**src/hdl/rrw_pkg.sv**
```systemverilog
// shared types and codes for the receive reorder window
package rrw_pkg;

  typedef enum logic [1:0] {
    ACT_PUSH  = 2'd0,
    ACT_POP   = 2'd1,
    ACT_SKIP  = 2'd2,
    ACT_RESET = 2'd3
  } action_t;

  localparam logic ST_DONE   = 1'b0;
  localparam logic ST_REJECT = 1'b1;

  typedef struct packed {
    action_t     action;
    logic [31:0] seq_num;
    logic [63:0] entry_data;
  } in_item_t;

  typedef struct packed {
    logic        status;
    logic [63:0] popped_data;
    logic [31:0] popped_seq;
    logic        nack_needed;
    logic [31:0] nack_seq;
  } out_item_t;

endpackage

```
**src/hdl/rrw_slot_div.sv**
```systemverilog
// pipelined seq_num mod SLOTS by reciprocal multiply, carries the beat alongside
module rrw_slot_div #(
  parameter int SLOTS = 16
) (
  input  logic                  clk,
  input  logic                  rst_n,
  input  logic                  in_vld,
  input  rrw_pkg::in_item_t     in_item,
  output logic                  out_vld,
  output rrw_pkg::in_item_t     out_item,
  output logic [$clog2(SLOTS)-1:0] out_sidx
);
  import rrw_pkg::*;

  localparam int IDX_W = $clog2(SLOTS);
  localparam int REM_W = IDX_W + 1;
  localparam int SHIFT = 32 + IDX_W;
  // floor(2^SHIFT / SLOTS): quotient comes out exact or one low
  localparam logic [32:0] RECIP = 33'((64'd1 << SHIFT) / 64'(SLOTS));

  logic              vld_a_r, vld_b_r, vld_c_r;
  in_item_t          item_a_r, item_b_r, item_c_r;
  logic [31:0]       quot_b_r;
  logic [REM_W-1:0]  rem_c_r;

  logic [64:0]       recip_prod;
  logic [31:0]       quot_nxt;
  logic [42:0]       back_prod;
  logic [42:0]       diff;
  logic [REM_W-1:0]  rem_nxt;

  always_comb begin
    recip_prod = 65'(item_a_r.seq_num) * 65'(RECIP);
    quot_nxt   = 32'(recip_prod >> SHIFT);
    back_prod  = 43'(quot_b_r) * 43'(SLOTS);
    diff       = 43'(item_b_r.seq_num) - back_prod;
    rem_nxt    = REM_W'(diff);
  end

  always_ff @(posedge clk) begin
    if (!rst_n) begin
      vld_a_r <= 1'b0;
      vld_b_r <= 1'b0;
      vld_c_r <= 1'b0;
    end else begin
      vld_a_r <= in_vld;
      vld_b_r <= vld_a_r;
      vld_c_r <= vld_b_r;
    end
    item_a_r <= in_item;
    item_b_r <= item_a_r;
    quot_b_r <= quot_nxt;
    item_c_r <= item_b_r;
    rem_c_r  <= rem_nxt;
  end

  // one correction step covers a low quotient
  assign out_sidx = (rem_c_r >= REM_W'(SLOTS)) ? IDX_W'(rem_c_r - REM_W'(SLOTS))
                                               : IDX_W'(rem_c_r);
  assign out_vld  = vld_c_r;
  assign out_item = item_c_r;

endmodule

```
**src/hdl/receive_reorder_window_top.sv**
```systemverilog
// receive reorder window: slot state, descriptor store and result register
// a beat passes divider stages a, b and c, then the result register, before its strobe
// throughput: one beat per cycle while busy is low, set by the slot read-modify-write
// the receiver cannot stall; each result is strobed for exactly one cycle
// reset clears slot valid bits, held count and the expected number; busy is high
// until the cycle after reset; the descriptor store is not cleared
module receive_reorder_window_top #(
  parameter int SLOTS = 16
) (
  input  logic               clk,
  input  logic               rst_n,
  input  logic               start,
  output logic               busy,
  input  rrw_pkg::in_item_t  in_item,
  output logic               out_strobe,
  output rrw_pkg::out_item_t out_item
);
  import rrw_pkg::*;

  localparam int IDX_W = $clog2(SLOTS);
  localparam int CNT_W = $clog2(SLOTS + 1);

  logic             busy_r;
  logic             ex_vld;
  in_item_t         ex_item;
  logic [IDX_W-1:0] ex_sidx;

  logic [31:0]      exp_r, exp_nxt;
  logic [IDX_W-1:0] exp_idx_r, exp_idx_nxt, exp_idx_inc;
  logic [SLOTS-1:0] valid_r, valid_nxt;
  logic [CNT_W-1:0] held_r, held_nxt;
  logic [63:0]      head_data_r;
  logic [63:0]      slot_mem [SLOTS];

  logic             out_strobe_r;
  out_item_t        out_item_r, out_item_nxt;

  logic             wr_en;
  logic [31:0]      win_diff;
  logic             nack;

  rrw_slot_div #(.SLOTS(SLOTS)) u_div (
    .clk      (clk),
    .rst_n    (rst_n),
    .in_vld   (start && !busy_r),
    .in_item  (in_item),
    .out_vld  (ex_vld),
    .out_item (ex_item),
    .out_sidx (ex_sidx)
  );

  always_comb begin
    // the number wraps past 2^32 back to slot zero
    exp_idx_inc  = ((exp_r == 32'hFFFF_FFFF) || (exp_idx_r == IDX_W'(SLOTS - 1)))
                   ? '0 : exp_idx_r + 1'b1;
    win_diff     = ex_item.seq_num - exp_r;
    exp_nxt      = exp_r;
    exp_idx_nxt  = exp_idx_r;
    valid_nxt    = valid_r;
    held_nxt     = held_r;
    wr_en        = 1'b0;
    out_item_nxt = '0;
    if (ex_vld) begin
      unique case (ex_item.action)
        ACT_PUSH: begin
          if (win_diff < 32'(SLOTS)) begin
            if (!valid_r[ex_sidx]) begin
              wr_en              = 1'b1;
              valid_nxt[ex_sidx] = 1'b1;
              held_nxt           = held_r + 1'b1;
            end
          end else begin
            out_item_nxt.status = ST_REJECT;
          end
        end
        ACT_POP: begin
          if (valid_r[exp_idx_r]) begin
            out_item_nxt.popped_data = head_data_r;
            out_item_nxt.popped_seq  = exp_r;
            valid_nxt[exp_idx_r]     = 1'b0;
            held_nxt                 = held_r - 1'b1;
            exp_nxt                  = exp_r + 32'd1;
            exp_idx_nxt              = exp_idx_inc;
          end else begin
            out_item_nxt.status = ST_REJECT;
          end
        end
        ACT_SKIP: begin
          if (ex_item.seq_num == exp_r) begin
            // skipped number maps to the head slot
            if (valid_r[exp_idx_r]) begin
              valid_nxt[exp_idx_r] = 1'b0;
              held_nxt             = held_r - 1'b1;
            end
            exp_nxt     = exp_r + 32'd1;
            exp_idx_nxt = exp_idx_inc;
          end else begin
            out_item_nxt.status = ST_REJECT;
          end
        end
        ACT_RESET: begin
          valid_nxt   = '0;
          held_nxt    = '0;
          exp_nxt     = ex_item.seq_num;
          exp_idx_nxt = ex_sidx;
        end
        default: begin
          out_item_nxt.status = ST_REJECT;
        end
      endcase
    end
    nack                     = !valid_nxt[exp_idx_nxt] && (held_nxt != '0);
    out_item_nxt.nack_needed = nack;
    out_item_nxt.nack_seq    = nack ? exp_nxt : 32'd0;
  end

  always_ff @(posedge clk) begin
    if (!rst_n) begin
      busy_r       <= 1'b1;
      exp_r        <= '0;
      exp_idx_r    <= '0;
      valid_r      <= '0;
      held_r       <= '0;
      out_strobe_r <= 1'b0;
    end else begin
      busy_r       <= 1'b0;
      exp_r        <= exp_nxt;
      exp_idx_r    <= exp_idx_nxt;
      valid_r      <= valid_nxt;
      held_r       <= held_nxt;
      out_strobe_r <= ex_vld;
    end
    out_item_r <= out_item_nxt;
  end

  // descriptor store; head register follows the slot of the next expected number
  always_ff @(posedge clk) begin
    if (wr_en) begin
      slot_mem[ex_sidx] <= ex_item.entry_data;
    end
    if (wr_en && (ex_sidx == exp_idx_nxt)) begin
      head_data_r <= ex_item.entry_data;
    end else begin
      head_data_r <= slot_mem[exp_idx_nxt];
    end
  end

  assign busy       = busy_r;
  assign out_strobe = out_strobe_r;
  assign out_item   = out_item_r;

  a_held_count: assert property (@(posedge clk) disable iff (!rst_n)
    held_r == CNT_W'($countones(valid_r)))
    else $error("held count disagrees with valid slots");

  a_nack_state: assert property (@(posedge clk) disable iff (!rst_n)
    out_strobe_r && out_item_r.nack_needed |->
      (out_item_r.nack_seq == exp_r) && !valid_r[exp_idx_r])
    else $error("nack does not match window state");

  a_pop_advance: assert property (@(posedge clk) disable iff (!rst_n)
    ex_vld && (ex_item.action == ACT_POP) && valid_r[exp_idx_r] |=>
      (exp_r == $past(exp_r) + 32'd1) && !valid_r[$past(exp_idx_r)])
    else $error("pop did not advance the window");

endmodule

```
**config.mk**
```make
export PLATFORM = sky130hd
export DESIGN_NAME = receive_reorder_window_top
export DESIGN_NICKNAME = d
export VERILOG_FILES = /design/src/hdl/rrw_pkg.sv /design/src/hdl/rrw_slot_div.sv /design/src/hdl/receive_reorder_window_top.sv
export SDC_FILE = /design/constraint.sdc
export NUM_CORES = 1
export LEC_CHECK = 0
export ABC_AREA = 1
export BUFFER_PORTS_ARGS = -buffer_cell sky130_fd_sc_hd__buf_2
export CAP_MARGIN = 20
export CORE_ASPECT_RATIO = 1.2
export CORE_MARGIN = 10
export CORE_UTILIZATION = 32
export CTS_CLUSTER_DIAMETER = 80
export DETAILED_ROUTE_END_ITERATION = 6
export PLACE_DENSITY = 0.5
export SETUP_SLACK_MARGIN = 0.05
export SYNTH_ARGS = -nofsm -noshare
export SYNTH_HDL_FRONTEND = slang
export SYNTH_SLANG_ARGS = --single-unit
```
**constraint.sdc**
```tcl
create_clock -name clk -period 8.15 [get_ports clk]
set_input_delay 2.0375 -clock clk [delete_from_list [all_inputs] [get_ports clk]]
set_output_delay 2.0375 -clock clk [all_outputs]
set_load 0.02 [all_outputs]
```
Word-level counts from Yosys, hierarchy flattened
Memories as Yosys holds them, arrays and structs flattened. A register that Yosys moved wholly into a read port is not among the register bits.
Index checks and enable logic that the tools add are counted.

word-level totals
  word-level logic and storage cells = 102
  output and inout port bits = 132
  input port bits = 101
  memory bits (writable) = 1024
  register bits after elaboration = 492
  memories = 1

cells by class
  order comparisons = 7
  bitwise operators = 3
  equal/unequal tests = 6
  $add $sub $neg = 7
  reductions and logical operators = 10
  multiplexer cells = 43

memory list
  name      depth  width  read ports  clocked after Yosys merged registers in  wr ports  line                              text
  slot_mem  16     64     1           1                                        1         receive_reorder_window_top.sv:33  logic [63:0] slot_mem [SLOTS];

operators by type and width
  kind                     count
  $mux W32                 3
  $pmux W32 S3             1
  $mux W16                 5
  $pmux W16 S4             1
  $add A32 B1 Y32 const B  1
  $eq A32 B32 Y1           1
  $eq A32 B32 Y1 const B   1
  $lt A32 B5 Y1 const B    1
  $sub A32 B32 Y32         1
  $mux W5                  5
  $mux W4                  5
  $pmux W5 S4              1
  $and A16 B16 Y16         1
  $not A16 Y16             1
  $or A16 B16 Y16          1
  $lt A4 B5 Y1 const B     3
  $mux W1                  15
  $bmux W1 S4              3
  $pmux W4 S3              1
  $demux W1 S4             2
  $ge A4 B1 Y1 const B     2
  $add A5 B1 Y5 const B    1
  $ge A5 B5 Y1 const B     1
  $reduce_bool A5 Y1       1
  other kinds (13)         18

Depth between registers and ports, before layout
Gate-level depths: netlist (run 1).

  depth after elaboration = 15
  gate-level depth with buffers = 31
  depth with buffers taken out = 30

Modules after synthesis
A second synthesis (run 1) with hierarchy kept.

unflattened totals
  cells, all modules = 4689
  area, all modules = 56217.7 µm²

by module, submodules not included
  module                      area each (µm²)  times used  sequential area each (µm²)  cells each
  receive_reorder_window_top  50219.4          1           34613.2                     4382
  rrw_slot_div                5998.3           1           5945.7                      307

Worst setup path before layout (run 1)
Ideal clock, no wire load.

  path kind = reg2reg
  start = register exp_r[2]
  end = memory slot_mem[11][0] (enable)
  path slack = -0.815 ns
  path buffers = 1
  period minus slack after synthesis = 8.965 ns
  library setup time = 0.644 ns
  required time = 7.506 ns
  stages on the path, launching flop included = 17
  arrival time = 8.321 ns
  cells stage by stage = dfxtp_1 > inv_1 > ha_1 > or2_1 > and2_1 > nand2_1 > nand3_1 > nand3b_1 > nand2_1 > nand2_1 > nand2_1 > nor2_1 > nand3_1 > nor2_4 > nand2_2 > clkbuf_1 > nor4_1

between the ends
  word-level cells in the longest chain between the ends = 7

ends and longest elaborated chain
  item                           line                               text
  start: declaration             receive_reorder_window_top.sv:28   logic [31:0] exp_r, exp_nxt;
  start signal: assignment       receive_reorder_window_top.sv:127  exp_r <= exp_nxt;
  $sub A32 B32 Y32               receive_reorder_window_top.sv:56   win_diff = ex_item.seq_num - exp_r;
  $lt A32 B5 Y1                  receive_reorder_window_top.sv:66   if (win_diff < 32'(SLOTS)) begin
  $mux W1                        receive_reorder_window_top.sv:66
  $mux W1                        receive_reorder_window_top.sv:64   unique case (ex_item.action)
  $mux W1                        receive_reorder_window_top.sv:63   if (ex_vld) begin
  $mux W1                        receive_reorder_window_top.sv:138  if (wr_en) begin
  $mux W1 (implied by the code)  receive_reorder_window_top.sv:139  slot_mem[ex_sidx] <= ex_item.entry_data;
  end: declaration               receive_reorder_window_top.sv:33

No other way between the ends.

Final worst setup path (run 1)
  start = register exp_r[12]
  end = memory slot_mem[5][59] (enable)

Same word-level chain as after synthesis.

==> key figures, run 1 <==
Clocking
  • Worst-path clk slew: 0.06 ns
  • CTS Sinks: 1,514
  • Total CTS buffers: 157
  • Root buffer cell: clkbuf_16
  • CTS resizes: 0
  • H-tree levels: 4
  • Worst skew pair latency: 0.83 ns
  • Cts hold-fix bufs: 0
  • Clock Path Buffers: 3
  • Post-CTS setup buffers: 0
  • CTS tree: built

STA
  • Endpoints failing setup: 0
  • Worst-margin pin slew: 1.27 ns
  • RSZ-0062 raised after global routing: no
  • Slew Viols, Final: 0
  • Hold WS: 0.306 ns
  • Slew HR: 0.154
  • Final Hold Vio Count: 0
  • Fmax: 0.203 GHz
  • Final worst-path cycle share: 0.604
  • Final min period: 4.92 ns
  • Post-route clock skew: 0.0569 ns

Synth
  • Post-synthesis adder-cell area fraction: 0.00846
  • Syn_area_per_cell: 12.0 um^2
  • Sequential share of the synthesized area: 0.722
  • EDFF count, synth: 1,024
  • Post-synthesis compound-gate area fraction: 0.121
  • Synth warn: 0
  • Unique masters post-synth: 59
  • Synth Flop Type: edfxtp_1
  • Synth top area share: 0.547
  • Post-synthesis simple-gate area fraction: 0.111
  • Mapped Nets: 4,838
  • Number of synthesized register bits: 1,514
  • Mapped Area: 56,200 um^2
  • Post-Synthesis Cells: 4,699
  • Synth top area cells: edfxtp_1 (55%), dfxtp_1 (17%), o21ai_0 (5.1%)
  • Post-synth top area cell: edfxtp_1
  • Largest family of logic cells by synthesized area: compound AO/OA/AOI/OAI gates
  • Synth async-reset ratio: 0
  • Synth Area in XOR/XNOR: 0.00169
  • Mux share of post-synthesis cell area: 0

GRT
  • Total track usage: 0.165
  • Routing usage on met1: 0.217
  • Initial antenna violation count: 12
  • Met3 usage: 0.0314
  • Vias in the first global route: 37,000
  • Grt peak-use layer: met2
  • Largest net degree at the start of global routing: 212
  • Met2 Resource Use GR: 0.274
  • First-pass GRT wire length: 244,000 um
  • Gr ovfl total: 0

Floorplanning
  • Die X: 403 um
  • Initial Utilization: 0.322
  • IO Pins: 233
  • Die Span Y: 479 um
  • Die footprint: 193,000 um^2
  • # rows: 168
  • Core area: 175,000 um^2

Cells and area
  • Fraction of layout cells with a size suffix above 1: 0.128
  • Final Cell Area: 65,100 um^2
  • Post-route insts no fill: 7,315
  • Most frequent cells in the layout: edfxtp_1 (1,024), nor2_1 (755), o21ai_0 (571), dfxtp_1 (486), nand2_1 (398)
  • Fin nets: 5,028
  • Synth-to-Final Area Change: 15.8%
  • Fill cells: 16,900
  • Commonest non-fill, non-tap cell in the layout: edfxtp_1

Worst hold path
  • Worst hold path class: flip-flop to flip-flop

Placed design
  • Port bufs: 232
  • RePlAce Congestion: 0.893
  • HPWL after DPL: 95,400 um
  • Placed cells: 7,025
  • Post-placement cell area: 59,900 um^2

Setup path
  • Startpoint Class: flip-flop
  • Crit end category: flip-flop
  • Crit path buf inv count: 4
  • CP max stage delay: 0.76 ns
  • Setup Crit Path Kind: flip-flop to flip-flop
  • Crit path max-delay cell type: buf_4
  • Most frequent CP cell: nand2_1
  • Critical Path RT: 8.57 ns
  • Worst path cell trace: inv_1 -> ha_1 -> nand2_1 -> nor2_1 -> nand2_1 -> nor2_1 -> nand2_1 -> nand4_1 -> o21ai_1 -> inv_1 -> nand2_1 -> nor2_1 -> nand3_1 -> nor2_4 -> nand2_2 -> nor4_2 -> buf_4 -> buf_4
  • Crit path max-delay family: simple AND/OR/NAND/NOR gates
  • CP arrival: 5.35 ns
  • Worst Path Max Fanout: 45

Power
  • Pwr Density: 246 nW/um^2
  • LEAKAGE: 0.0228 uW
  • Switch share: 0.224
  • Net switching power: 3590 uW
  • Internal Pwr Total: 12,400 uW
  • Clock network power share: 0.446
  • Sequential share of power: 0.524
  • Gate power share: 0.031
  • Max VDD drop: 0.183 mV

Detailed routing
  • Avg WL per Cell: 22.5 um
  • TritonRoute pass-1 iters: 7
  • Total wire length: 165,000 um
  • Number of vias per cell: 5.09
  • Initial DRC count: 2,951
  • DRC violations left: 1
  • Antenna viol nets, final: 0
  • Total number of vias: 37,200

Run status
  • Violated checks: DRC
  • Status: finished with violations

Job
  • Max-Cap Viols: 0
## final cells by class
class                   instances  area (um^2)  area share
clock inverters                63          649     0.00998
flip-flops and latches       1514        40600       0.623
diodes                          1         2.50   0.0000384
well taps                    2295         2870      0.0441
inverters                     274         1050      0.0161
multi-input cells            2651        13700       0.210
clock buffers                 226         4570      0.0702
repair buffers                291         1680      0.0258
## stage by stage
step | util | worst slack (ns) | TNS (ns) | total power [uW]
after detailed placement | 0.343 | 3.19 | 0 | 9050
after global placement | 0.343 | 3.08 | 0 | 9050
after global routing | 0.373 | 2.84 | 0 | 16600
after floorplan | - | -0.815 | -639.96 | 8820
after CTS | 0.373 | 3.19 | 0 | 16200
final | 0.373 | 3.23 | 0 | 16000
## cells by family after synthesis
group           count (synthesis)
flops                        1514
simple gates                 1479
compound gates               1124
buf+inv                       534
fa+ha+maj                      38
xor+xnor                       10
## metal layers
layer	wire [um]	up-vias
li1	-	17300
met1	72700	18600
met2	78400	1156
met3	8930	257
met4	4660	6
met5	43	-
## cell usage after synthesis, types with 18 or more instances
cell type and count:
a21oi_1 139, a31oi_1 18, clkbuf_1 231, dfxtp_1 490, edfxtp_1 1024, ha_1 38, inv_1 253, nand2_1 399
nand3_1 176, nand4_1 32, nor2_1 758, nor2_2 40, nor3_1 24, o211ai_1 82, o21ai_0 571, o221ai_1 181
o22ai_1 90
## worst paths after layout
kind / from / endpoint / slack [ns] / cells after the start
max: exp_r[12]$_SDFF_PN0_ / slot_mem[5][59]$_DFFE_PP_ / 3.23 / 18
min: u_div.item_a_r[78]$_DFF_P_ / u_div.item_b_r[78]$_DFF_P_ / 0.31 / 0
min reg2reg: u_div.item_a_r[78]$_DFF_P_ / u_div.item_b_r[78]$_DFF_P_ / 0.31 / 0
max reg2reg: exp_r[12]$_SDFF_PN0_ / slot_mem[5][59]$_DFFE_PP_ / 3.23 / 18
## flip-flops by register name, indices dropped and copies added, names as in the netlist, named ones only
name            count
busy                1
exp_idx_r           4
exp_r              32
held_r              5
out_item          130
out_strobe          1
slot_mem         1024
u_div.item_a_r     98
u_div.item_b_r     98
u_div.out_item     98
u_div.out_vld       1
u_div.vld_a_r       1
u_div.vld_b_r       1
valid_r            16
## power by group through the flow
stage          logic (uW)  clock network (uW)  registers, uW
3_5_place_dp          491                   0           8560
4_1_cts               493                7340           8390
5_1_grt               545                7630           8400
6_report              490                7140           8390
3_3_place_gp          492                   0           8560
2_1_floorplan         328                   0           8490
No activity file was read; power rests on OpenSTA's default activity.
==> inputs of run 2 (changes only) <==
- ABC_AREA: 1 -> 0
- clock period: 8.15 -> 4.2 ns (I/O delays scaled with it)
==> run 2 against run 1 <==
The flow finishes with violations (setup timing). Synthesized cell count decreased by 35%. Worst hold slack got worse by 0.0070 ns. Sequential power increased by 93%. Power increased by 94%. Global-route usage decreased by 1.2 points. Clock skew decreased by 0.020 ns. Non-clock buffer count increased by 416. Largest power group unchanged.
==> key figures, run 2 <==
Run status
  • Status: finished with violations
  • Violated checks: setup timing

Detailed routing
  • Total wire length: 155,000 um
  • DRC violations left: 0
  • Number of vias per cell: 4.95
  • Wire length on met3: 9120 um
  • Post-Route M1 WL: 67,400 um
  • Highest metal used: met5
  • Routed met2 length: 74,900 um
  • TritonRoute pass-1 iters: 5
  • Initial DRC count: 2,493
  • Antenna viol nets, final: 0
  • Total number of vias: 30,500
  • Avg WL per Cell: 25.2 um

STA
  • Final min period: 4.27 ns
  • Worst-margin pin slew: 0.936 ns
  • RSZ-0062 raised after global routing: yes
  • Slew HR: 0.376
  • Final Hold Vio Count: 0
  • Final worst-path cycle share: 1.02
  • Endpoints failing setup: 90
  • Fin Setup TNS: -2.17 ns
  • Slew Viols, Final: 0
  • Post-route worst setup slack: -0.0662 ns
  • Fmax: 0.234 GHz
  • Post-route clock skew: 0.0372 ns

GRT
  • Gr ovfl total: 0
  • Vias in the first global route: 31,700
  • Initial antenna violation count: 15
  • First-pass GRT wire length: 217,000 um
  • Largest net degree at the start of global routing: 65
  • Total track usage: 0.153

Cells and area
  • Final Util: 0.414
  • FF+latch area: 40,600 um^2
  • Fraction of layout cells with a size suffix above 1: 0.376
  • Fill cells: 15,400
  • Most frequent cells in the layout: edfxtp_1 (1,024), dfxtp_1 (477), mux4_2 (327), buf_4 (289), buf_2 (232)
  • Commonest non-fill, non-tap cell in the layout: edfxtp_1
  • Fin nets: 3,892
  • Reg with most FFs: slot_mem
  • Largest register FFs: 1,024
  • Synth-to-Final Area Change: 28.3%
  • Area of the multi-input gates: 14,500 um^2

Synth
  • Mapped Area: 55,000 um^2
  • Mapped Nets: 3,175
  • Unique masters post-synth: 104
  • Synth warn: 0
  • Top-count cell post-synth: edfxtp_1
  • Number of synthesized register bits: 1,514
  • Post-Synthesis Cells: 3,036
  • Synth Flop Type: edfxtp_1
  • Post-synth top cells: edfxtp_1 (1,024), dfxtp_1 (490), mux4_2 (327)
  • Sequential share of the synthesized area: 0.737
  • Synth top area cells: edfxtp_1 (56%), dfxtp_1 (18%), mux4_2 (13%)
  • Post-synth top area cell: edfxtp_1
  • Synth async-reset ratio: 0
  • EDFF count, synth: 1,024
  • Syn_area_per_cell: 18.1 um^2
  • Synth top area share: 0.559

Setup path
  • CP arrival: 4.78 ns
  • Critical Path RT: 4.72 ns
  • Startpoint Class: flip-flop
  • Worst Path Max Fanout: 7
  • Setup Crit Path Kind: flip-flop to flip-flop
  • Worst reg2reg setup slack: -0.07 ns
  • Crit end category: flip-flop

Clocking
  • Worst skew pair latency: 0.81 ns
  • Root buffer cell: clkbuf_16
  • Clock Path Buffers: 3
  • H-tree levels: 4
  • Worst-path clk slew: 0.06 ns
  • Total CTS buffers: 158
  • CTS Sinks: 1,514
  • CTS tree: built

Floorplanning
  • Core area: 171,000 um^2
  • Die footprint: 189,000 um^2
  • Initial Utilization: 0.322
  • Die Span Y: 474 um
  • # rows: 166
  • Die X: 399 um
  • IO Pins: 233

Power
  • LEAKAGE: 0.0238 uW
  • Net switching power: 6540 uW
  • Pwr Density: 439 nW/um^2
  • Total power: 31,000 uW
  • Switch share: 0.211
  • Sequential share of power: 0.523
  • Max VDD drop: 0.379 mV
  • Clock network power share: 0.454
  • Internal Pwr Total: 24,500 uW
  • Gate power share: 0.022

Placed design
  • Port bufs: 232
  • RePlAce Congestion: 0.905
  • HPWL after DPL: 92,000 um

Job
  • Max-Cap Viols: 0

Worst hold path
  • Worst hold path class: flip-flop to flip-flop
## run 2: cell types whose count changed in the layout (fill, tap and decap cells not counted), sizes merged, moves of 221 or more
cell   before  now
mux4        0  327
o21ai     581   96
inv       282   61
nand2     407  101
buf       291  669
nor2      806  140
## run 2: critical path, stage by stage (launching register included)
cell and delay (ns):
dfxtp_2 0.33, inv_2 0.05, ha_4 0.26, nor2b_4 0.16
o211ai_2 0.09, a211o_2 0.32, and3_4 0.21, xnor2_4 0.13
or4_1 0.51, or4_4 0.45, nor4_4 0.19, buf_12 0.17
buf_6 0.11, nand2_8 0.07, or2_4 0.29, nor2_4 0.18
buf_12 0.20, buf_6 0.12, buf_12 0.13
## run 2: cell families after synthesis
group                    share of synthesized area
XOR/XNOR                                   0.00239
flip-flops                                   0.737
AO/OA/AOI/OAI                               0.0382
adder cells (fa/ha/maj)                    0.00864
buffers and inverters                       0.0151
multiplexers                                 0.137
AND/OR/NAND/NOR                             0.0624
## run 2: final cells by class
type                       count  share of cell area
sequential                  1514               0.575
multi-input combinational   1325               0.205
timing repair buffer         707               0.102
clock buffer                 227              0.0648
tap                         2268              0.0402
clock inverter                66              0.0105
inverter                      47             0.00250
antenna                        1           0.0000354
## run 2: routing by layer
layer,track usage,vias to the layer above
met5,0,-
met4,0.0421,12
met3,0.0337,218
met2,0.249,976
met1,0.206,15800
li1,-,13500
## run 2: final timing paths
path | from | end | depth (start not counted)
min | u_div.item_a_r[12]$_DFF_P_ | u_div.item_b_r[12]$_DFF_P_ | 0
max reg2reg | exp_r[1]$_SDFF_PN0_ | slot_mem[8][63]$_DFFE_PP_ | 18
max | exp_r[1]$_SDFF_PN0_ | slot_mem[8][63]$_DFFE_PP_ | 18
min reg2reg | u_div.item_a_r[12]$_DFF_P_ | u_div.item_b_r[12]$_DFF_P_ | 0
## run 2: power groups by stage
stage / clock, uW / combinational (uW) / sequential, uW
6_report: 14100 / 693 / 16200
3_5_place_dp: 0 / 618 / 16600
5_1_grt: 15100 / 744 / 16300
4_1_cts: 14500 / 677 / 16200
2_1_floorplan: 0 / 333 / 16500
3_3_place_gp: 0 / 622 / 16600
## run 2: repair_timing
action,CTS,global route
hold buffers,0,0
setup buffers,30,20
cloned,8,45
gates resized for setup,107,90
pin swaps,31,24
setup endpoints to repair,1049,1052
## run 2: metrics by stage
step	hold slack (ns)	setup slack (ns)	std cells	cell area (um^2)
floorplan	0.310	-2.03	3036	55200
global placement	0.310	-0.363	5761	62600
detailed placement	0.312	-0.360	5761	62600
CTS	0.267	-0.0163	6091	68900
global route	0.287	-0.232	6154	70600
finish	0.299	-0.0662	6155	70600
